==> config.mk <==
export PLATFORM = sky130hd
export DESIGN_NAME = charlieplex_bar_dot_display
export DESIGN_NICKNAME = d
export VERILOG_FILES = /design/src/sv/cbd_pkg.sv /design/src/sv/charlieplex_bar_dot_display.sv
export SDC_FILE = /design/constraint.sdc
export NUM_CORES = 1
export LEC_CHECK = 0
export ABC_AREA = 1
export BUFFER_PORTS_ARGS = -buffer_cell sky130_fd_sc_hd__buf_2
export CAP_MARGIN = 30
export CORE_MARGIN = 5
export CORE_UTILIZATION = 55
export DETAILED_ROUTE_END_ITERATION = 8
export GPL_ROUTABILITY_DRIVEN = 0
export HOLD_SLACK_MARGIN = 0.02
export PLACE_DENSITY_LB_ADDON = 0.2
export SLEW_MARGIN = 30
export SYNTH_ARGS = -nofsm -noshare
export SYNTH_HDL_FRONTEND = slang
export SYNTH_SLANG_ARGS = --single-unit
export TNS_END_PERCENT = 100
==> constraint.sdc <==
create_clock -name clk_i -period 7.3 [get_ports clk_i]
set_input_delay 0.73 -clock clk_i [delete_from_list [all_inputs] [get_ports clk_i]]
set_output_delay 0.73 -clock clk_i [all_outputs]
set_load 0.05 [all_outputs]
==> src/sv/cbd_pkg.sv <==
// Shared types, constants and the LED drive table of the charlieplexed bar/dot display.
package cbd_pkg;

  localparam int unsigned FrameLength = 20;
  localparam int unsigned LedCount    = 20;

  localparam int unsigned LevelW = 8;
  localparam int unsigned CountW = 5;
  localparam int unsigned LedW   = 5;
  localparam int unsigned LinesW = 5;

  localparam logic [CountW-1:0] FrameReload = CountW'(FrameLength);

  // Line masks, bit0 = line 3.
  localparam logic [LinesW-1:0] L3 = 5'h01;
  localparam logic [LinesW-1:0] L4 = 5'h02;
  localparam logic [LinesW-1:0] L5 = 5'h04;
  localparam logic [LinesW-1:0] L6 = 5'h08;
  localparam logic [LinesW-1:0] L7 = 5'h10;

  typedef enum logic [1:0] {
    OP_TICK      = 2'd0,
    OP_SET_PEAK  = 2'd1,
    OP_SET_POWER = 2'd2,
    OP_SET_MODE  = 2'd3
  } op_e;

  typedef enum logic [1:0] {
    MODE_IDLE = 2'd0,
    MODE_DOT  = 2'd1,
    MODE_BAR  = 2'd2,
    MODE_BAD  = 2'd3
  } mode_e;

  typedef struct packed {
    logic [LinesW-1:0] enable;
    logic [LinesW-1:0] high;
  } lines_t;

  // Direction and drive masks for one LED; index 0 and anything past the bar is all off.
  function automatic lines_t led_lines(logic [LedW-1:0] led);
    lines_t r;
    r = '0;
    unique case (led)
      5'd1:  r = '{enable: L3 | L7, high: L3};
      5'd2:  r = '{enable: L3 | L7, high: L7};
      5'd3:  r = '{enable: L3 | L6, high: L3};
      5'd4:  r = '{enable: L3 | L6, high: L6};
      5'd5:  r = '{enable: L4 | L7, high: L4};
      5'd6:  r = '{enable: L4 | L7, high: L7};
      5'd7:  r = '{enable: L4 | L6, high: L4};
      5'd8:  r = '{enable: L4 | L6, high: L6};
      5'd9:  r = '{enable: L5 | L7, high: L5};
      5'd10: r = '{enable: L5 | L7, high: L7};
      5'd11: r = '{enable: L3 | L5, high: L3};
      5'd12: r = '{enable: L3 | L5, high: L5};
      5'd13: r = '{enable: L6 | L7, high: L6};
      5'd14: r = '{enable: L6 | L7, high: L7};
      5'd15: r = '{enable: L5 | L6, high: L5};
      5'd16: r = '{enable: L5 | L6, high: L6};
      5'd17: r = '{enable: L4 | L5, high: L4};
      5'd18: r = '{enable: L4 | L5, high: L5};
      5'd19: r = '{enable: L3 | L4, high: L3};
      5'd20: r = '{enable: L3 | L4, high: L4};
      default: r = '0;
    endcase
    return r;
  endfunction

endpackage

==> src/sv/charlieplex_bar_dot_display.sv <==
// Top level of the charlieplexed 20-LED bar/dot display driver.

// Takes one transaction per clock while in_stall_o is low: ticks, peak-level writes,
// power-level writes and mode sets. Each accepted transaction updates the mode, duty
// count and level registers it touches in the cycle it is accepted; a tick in dot or
// bar mode also yields one result (LED index plus line-enable and line-high masks for
// lines 3..7), which goes to the output port through the output register. A
// one-entry skid register sits behind the output register, so input keeps flowing
// at one transaction per cycle while a single result waits; in_stall_o rises only
// when both are full. Level writes, mode sets and idle-mode ticks yield no result,
// nor does a bad-mode tick, which returns the mode to idle. A mode set restarts
// the duty count at the frame length and latches the shown level (peak level in dot
// mode, power level otherwise); the count wraps after reaching one and relatches.
module charlieplex_bar_dot_display (
  input  logic                      clk_i,
  input  logic                      rst_ni,
  input  logic                      in_valid_i,
  output logic                      in_stall_o,
  input  logic [1:0]                operation_i,
  input  logic [cbd_pkg::LevelW-1:0] value_i,
  output logic                      out_valid_o,
  input  logic                      out_stall_i,
  output logic [cbd_pkg::LedW-1:0]   led_index_o,
  output logic [cbd_pkg::LinesW-1:0] line_enable_o,
  output logic [cbd_pkg::LinesW-1:0] line_high_o
);

  typedef struct packed {
    logic [cbd_pkg::LedW-1:0] led;
    cbd_pkg::lines_t          lines;
  } result_t;

  // Display state
  cbd_pkg::mode_e              mode_q, mode_d;
  logic [cbd_pkg::CountW-1:0]  count_q, count_d;
  logic [cbd_pkg::LevelW-1:0]  peak_q, peak_d;
  logic [cbd_pkg::LevelW-1:0]  power_q, power_d;
  logic [cbd_pkg::LevelW-1:0]  shown_q, shown_d;

  // Output register and skid stage
  logic    out_valid_q, out_valid_d;
  result_t out_q, out_d;
  logic    skid_valid_q, skid_valid_d;
  result_t skid_q, skid_d;

  logic                        in_accept;
  logic                        out_take;
  logic                        res_valid;
  result_t                     res;
  logic [cbd_pkg::LedW-1:0]    led;
  logic [cbd_pkg::LevelW-1:0]  count_ext;
  cbd_pkg::op_e                op;

  assign op        = cbd_pkg::op_e'(operation_i);
  assign in_stall_o = skid_valid_q;
  assign in_accept = in_valid_i && !in_stall_o;
  assign out_take  = out_valid_q && !out_stall_i;
  assign count_ext = cbd_pkg::LevelW'(count_q);

  // Pick the lit LED for a tick; all off when no count matches.
  always_comb begin
    led = '0;
    if (mode_q == cbd_pkg::MODE_DOT) begin
      if (count_ext == shown_q) led = count_q;
    end else begin
      if (count_ext <= shown_q) led = count_q;
    end
  end

  assign res.led   = led;
  assign res.lines = cbd_pkg::led_lines(led);

  // State update for one accepted transaction.
  always_comb begin
    mode_d    = mode_q;
    count_d   = count_q;
    peak_d    = peak_q;
    power_d   = power_q;
    shown_d   = shown_q;
    res_valid = 1'b0;
    if (in_accept) begin
      case (op)
        cbd_pkg::OP_SET_PEAK:  peak_d = value_i;
        cbd_pkg::OP_SET_POWER: power_d = value_i;
        cbd_pkg::OP_SET_MODE: begin
          if (value_i > cbd_pkg::LevelW'(cbd_pkg::MODE_BAR)) mode_d = cbd_pkg::MODE_BAD;
          else mode_d = cbd_pkg::mode_e'(value_i[1:0]);
          count_d = cbd_pkg::FrameReload;
          shown_d = (mode_d == cbd_pkg::MODE_DOT) ? peak_q : power_q;
        end
        default: begin
          // Tick
          case (mode_q)
            cbd_pkg::MODE_IDLE: ;
            cbd_pkg::MODE_BAD:  mode_d = cbd_pkg::MODE_IDLE;
            default: begin
              res_valid = 1'b1;
              if (count_q <= cbd_pkg::CountW'(1)) begin
                count_d = cbd_pkg::FrameReload;
                shown_d = (mode_q == cbd_pkg::MODE_DOT) ? peak_q : power_q;
              end else begin
                count_d = count_q - cbd_pkg::CountW'(1);
              end
            end
          endcase
        end
      endcase
    end
  end

  // Fill the output register from skid first, else take a new result or park it in skid.
  always_comb begin
    out_valid_d  = out_valid_q;
    out_d        = out_q;
    skid_valid_d = skid_valid_q;
    skid_d       = skid_q;
    if (skid_valid_q) begin
      if (out_take) begin
        out_d        = skid_q;
        skid_valid_d = 1'b0;
      end
    end else if (!out_valid_q || out_take) begin
      out_valid_d = res_valid;
      if (res_valid) out_d = res;
    end else if (res_valid) begin
      skid_valid_d = 1'b1;
      skid_d       = res;
    end
  end

  always_ff @(posedge clk_i or negedge rst_ni) begin
    if (!rst_ni) begin
      mode_q       <= cbd_pkg::MODE_IDLE;
      count_q      <= cbd_pkg::FrameReload;
      peak_q       <= '0;
      power_q      <= '0;
      shown_q      <= '0;
      out_valid_q  <= 1'b0;
      skid_valid_q <= 1'b0;
    end else begin
      mode_q       <= mode_d;
      count_q      <= count_d;
      peak_q       <= peak_d;
      power_q      <= power_d;
      shown_q      <= shown_d;
      out_valid_q  <= out_valid_d;
      skid_valid_q <= skid_valid_d;
    end
  end

  always_ff @(posedge clk_i) begin
    out_q  <= out_d;
    skid_q <= skid_d;
  end

  assign out_valid_o   = out_valid_q;
  assign led_index_o   = out_q.led;
  assign line_enable_o = out_q.lines.enable;
  assign line_high_o   = out_q.lines.high;

`ifndef SYNTH
  a_skid_behind_out: assert property (@(posedge clk_i) disable iff (!rst_ni)
    skid_valid_q |-> out_valid_q)
    else $error("skid stage holds a result while the output register is empty");

  a_count_range: assert property (@(posedge clk_i) disable iff (!rst_ni)
    (count_q != '0) && (count_q <= cbd_pkg::FrameReload))
    else $error("duty count out of range");

  a_dark_is_dark: assert property (@(posedge clk_i) disable iff (!rst_ni)
    (out_valid_o && (led_index_o == '0)) |-> ((line_enable_o == '0) && (line_high_o == '0)))
    else $error("lines driven with no LED selected");

  a_idle_tick_holds: assert property (@(posedge clk_i) disable iff (!rst_ni)
    (in_accept && (op == cbd_pkg::OP_TICK) && (mode_q == cbd_pkg::MODE_IDLE))
      |=> ($stable(count_q) && $stable(shown_q) && (mode_q == cbd_pkg::MODE_IDLE)))
    else $error("idle tick changed display state");

  a_result_lands: assert property (@(posedge clk_i) disable iff (!rst_ni)
    (res_valid && !out_valid_q) |=> out_valid_q)
    else $error("tick result lost");
`endif

endmodule

---- Word-level counts from Yosys, hierarchy flattened ----
Memory sizes are Yosys's and may differ from the RTL's.
Cells that the tools add are included.
word-level totals
  memories ................................ 1
  memory bits (read-only) ................. 320
  memory bits (writable) .................. 0
  output and inout bits ................... 17
  bits in latches ......................... 0
  input bits .............................. 14
  register bits ........................... 63
  logic and storage cells ................. 79
memory list
  name             depth  bits a word  read ports  clocked after Yosys merged registers in  write ports  RTL line       RTL
  (no name shown)  32     10           1           0                                        0            cbd_pkg.sv:44  unique case (led)
cells by class
  shift-type cells ........................ 0
  $mul .................................... 0
  bitwise gates (word level) .............. 3
  magnitude comparators ................... 3
  eq/ne operators ......................... 9
  multiplexer cells ....................... 27
  reductions and logical operators ........ 22
  add/subtract/negate cells ............... 1
  div/mod/pow operators ................... 0
operators by type and width
  operator                                                                         count
  15-bit two-way mux                                                               4
  8-bit two-way mux                                                                4
  5-bit two-way mux                                                                5
  8-bit one-hot mux with 2 select lines                                            1
  3-bit AND reduction                                                              4
  5-bit one-hot mux with 2 select lines                                            1
  5-bit by 8-bit equality test with 1-bit output                                   1
  8-bit by 2-bit greater-than comparator with 1-bit output, second input constant  1
  5-bit by 8-bit <= comparator with 1-bit output                                   1
  2-bit two-way mux                                                                4
  2-bit nonzero test                                                               4
  1-bit two-way mux                                                                7
  2-bit by 1-bit equality test with 1-bit output, second input constant            3
  2-bit equality test, second input constant                                       3
  2-bit AND reduction                                                              3
  5-bit by 1-bit <= comparator with 1-bit output, second input constant            1
  5-bit by 1-bit subtractor with 5-bit output, second input constant               1
  2-bit by 1-bit inequality test with 1-bit output, second input constant          2
  2-bit one-hot mux with 2 select lines                                            1
  4-bit AND reduction                                                              1
  2-bit OR reduction                                                               2
  1-bit zero test                                                                  3
  1-bit inverter                                                                   3
  3-bit OR reduction                                                               1
  3 further kinds                                                                  4

---- Depth between registers and ports, before layout ----
  depth after elaboration ................. 8
  mapped depth ............................ 22
  depth with buffers taken out ............ 21

---- Least setup slack after synthesis ----
No wires, ideal clock.
  path kind ............................... reg2reg
  from .................................... register count_q[4] (netlist bit)
  to ...................................... register out_q (netlist bit line_enable_o[3]) (data pin)
  path buffers ............................ 1
  setup slack ............................. 4854 ps
  library setup time ...................... 252 ps
  clock period less this slack ............ 2446 ps
  data arrival time ....................... 2194 ps
  required time ........................... 7048 ps
  stages on the path, launching flop included .. 18
  path through ............................ dfstp_2 -> ha_1 -> nand2_2 -> nor2_4 -> nand2_1 -> nand2_2 -> nand2_4 -> buf_12 -> nand2_1 -> ha_1 -> inv_1 -> nand3_1 -> nand3_1 -> nand2_1 -> nand2_1 -> nand2_2 -> nand2_1 -> nand2_1
RTL lines
  what                    RTL line                            RTL
  from (decl)             charlieplex_bar_dot_display.sv:35   logic [cbd_pkg::CountW-1:0] count_q, count_d;
  from (signal assigned)  charlieplex_bar_dot_display.sv:134  count_q <= cbd_pkg::FrameReload;
  from (signal assigned)  charlieplex_bar_dot_display.sv:142  count_q <= count_d;
  to (signal assigned)    charlieplex_bar_dot_display.sv:152  out_q <= out_d;
  to (decl)               charlieplex_bar_dot_display.sv:42   result_t out_q, out_d;

==> summary.md <==
| Metric | Value |
|---|---|
| Status | finished clean |
| Total wire length | 6640 µm |
| Mapped Avg Cell Area | 9.01 µm² |
| Cell Rows | 28 |
| Die W | 88.8 µm |
| Clock-pin slew on the worst setup and hold paths | 0.06 ns |
| Critical-path cell list | ha_1 > nand2_1 > inv_1 > nand2_1 > nand2_1 > nand2_1 > nand2_2 > nand2_4 > nand2_1 > ha_1 > inv_1 > nand3_1 > nand3_1 > nand2_1 > nand2_1 > nand2_2 > nand2_1 > nand2_1 |
| GRT busiest layer | met2 |
| Setup repair bufs after CTS | 0 |
| Setup CP Type | register to register |
| Slew at the pin closest to its max-slew limit | 0.775 ns |
| Synthesized instance count | 379 |
| Nets | 443 |
| Async SR Flop Fraction | 0.524 |
| Die height | 88.8 µm |
| Filler Cell Count | 508 |
| RSZ-0062 raised after global routing | no |
| P_leak | 1.77 nW |
| Core area | 0.00599 mm² |
| Post-synth EDFFs | 30 |
| Post_cts resized | 0 |
| Non-Filler Instances | 490 |
| Slew Limit Fails | 0 |
| Nature of the critical path endpoint | register |
| Die Area | 0.00789 mm² |
| # DRC | 0 |
| Cell variety after synth | 38 |
| Clk_lat worst skew | 0.33 ns |
| Hold_ws | 0.444 ns |
| Post-synth top cells | nand2_1, o21ai_0, inv_1 |
| CP arrival | 2.96 ns |
| DP HPWL | 4870 µm |
| Synth Net Count | 412 |
| GRT Overall Usage | 0.190 |
| Vias in the first global route | 2483 |
| Fmax | 348 MHz |
| Yosys top cell by area | edfxtp_1 |
| Critical path's slowest cell | dfstp_2 |
| Met1 GRT Util | 0.233 |
| Worst hold path class | input pin to asynchronous set/reset pin |
| Max rail drop VDD | 260 µV |
| Worst endpoint required time | 7.39 ns |
| CP dominant cell by count | nand2_1 |
| Starting DRT DRC Count | 132 |
| CP max FO | 11 |
| CP Launch Type | register |
| Detail-routed via count per cell | 5.29 |
| Family with the most delay on the worst path | simple AND/OR/NAND/NOR gates |
| H-tree levels | 3 |
| CTS Buf Count | 9 |
| Total gr overflow | 0 |
| CP bufs+invs | 2 |
| Most frequent cell after synthesis | nand2_1 |
| GR met2 Demand/Resource | 0.313 |
| Antenna violations before repair | 0 |
| Io pins | 31 |
| M3 GR Usage | 0.0493 |
| Clock net sink count | 63 |
| Crit-path max cell delay | 0.70 ns |
| Final design area excluding fillers | 0.00380 mm² |
| Post-CTS Hold Buffers | 0 |
| PwrDens | 458 mW/mm² |
| Maximum clock path buffer count | 2 |
| Post-route ant nets | 0 |
| CTS tree | built |
| Slew headroom | 0.483 |
| Setup violations, final | 0 |
| Antenna cells | 0 |
| Max Clock Skew | 0.00800 ns |
| IO Port Bufs | 30 |
| Synth top area cells | edfxtp_1, dfrtp_1, nand2_1 |
| Register bit total from synthesis | 63 |
| Max-cap violations | 0 |
| Period minus WS final | 2.87 ns |
| TNS Setup | 0 ns |
| Final hold viol count | 0 |
| Global-route wire length before repair | 11500 µm |
| Vias | 2590 |
| Routed len/inst | 13.5 µm |
| Area delta synth->final | 11.3% |
| Share of the synthesized area in the top cell type | 0.264 |
| Initial Util | 0.570 |
| Cell Area, Synth | 0.00342 mm² |
| Post-synthesis sequential area ratio | 0.506 |
| Top_reg_cell synth | dfrtp_1 |
| Post-placement cell count | 474 |
| Largest net degree at the start of global routing | 34 |
| Placed Area | 0.00360 mm² |
| YS warnings | 0 |
| Final period util | 0.393 |
| Share of cells above drive strength 1 | 0.181 |
| Drt pass-1 iters | 4 |
| Root Driver | clkbuf_8 |
cell type report:
type | instances | area, µm² | area share
clock inverters | 5 | 72.6 | 0.0191
flip-flops and latches | 63 | 1730 | 0.455
multi-input cells | 251 | 1410 | 0.371
clock buffers | 11 | 131 | 0.0346
well taps | 75 | 93.8 | 0.0247
repair buffers | 32 | 165 | 0.0434
inverters | 53 | 199 | 0.0523
power by group:
group	switching [mW]	internal [mW]
logic	0.547	0.247
clock network	0.128	0.190
registers	0.0955	0.534
total	0.771	0.971
registers in the layout, indices dropped and copies added, names as in the netlist, 5 cells and up:
name	cells
skid_q	15
shown_q	8
led_index_o	5
count_q	5
peak_q	8
power_q	8
line_enable_o	5
line_high_o	5
metrics by stage:
stage	setup WS, ns	utilization	power [mW]
after floorplan	4.85	-	1.27
after global placement	4.54	0.600	1.41
after detailed placement	4.44	0.600	1.43
after CTS	4.44	0.635	1.75
after global routing	4.15	0.635	1.89
final	4.43	0.635	1.74
cells by family after synthesis:
logic type                 Yosys count  synth area share
buffers and inverters               65            0.0809
xor gates and xnor gates             1           0.00256
AOI/OAI and AO/OA                   89             0.140
DFF                                 63             0.506
adders and majority gates           19            0.0696
and+or+nand+nor                    142             0.200
cells in the final DEF, fill, tap and decap left out, types with 13 or more instances in the layout:
| cell | count |
|---|---|
| nor2_1 | 21 |
| o21ai_0 | 50 |
| nand2_1 | 81 |
| edfxtp_1 | 30 |
| inv_1 | 48 |
| a21oi_1 | 20 |
| ha_1 | 19 |
| nand3_1 | 13 |
| buf_2 | 30 |
| dfrtp_1 | 31 |
worst reg2reg max path: cells and delay by family, from the launching register on:
kind | cells | cell delay (ns)
fa+ha+maj | 2 | 0.64
buf+inv | 2 | 0.11
flops | 1 | 0.70
simple gates | 14 | 1.18
worst paths after layout:
path | end | slack, ns | startpoint | cells after the start
setup / recovery | line_enable_o[3]$_DFFE_PP_ | 4.43 | count_q[2]$_DFFE_PN1P_ | 18
hold / removal | peak_q[6]$_DFFE_PN0P_ | 0.44 | rst_ni | 1
setup reg to reg | line_enable_o[3]$_DFFE_PP_ | 4.43 | count_q[2]$_DFFE_PN1P_ | 18
hold reg to reg | power_q[5]$_DFFE_PN0P_ | 0.49 | power_q[5]$_DFFE_PN0P_ | 2
max in group asynchronous | count_q[3]$_DFFE_PN0P_ | 6.40 | rst_ni | 1
min in group clk_i | power_q[5]$_DFFE_PN0P_ | 0.49 | power_q[5]$_DFFE_PN0P_ | 2
per-layer routing:
metal / vias to the layer above / part of all wire
li1: 1318 / -
met1: 1215 / 0.44
met2: 47 / 0.50
met3: 10 / 0.042
met4: 0 / 0.017
met5: - / 0
No activity file was read; power rests on OpenSTA's default activity.
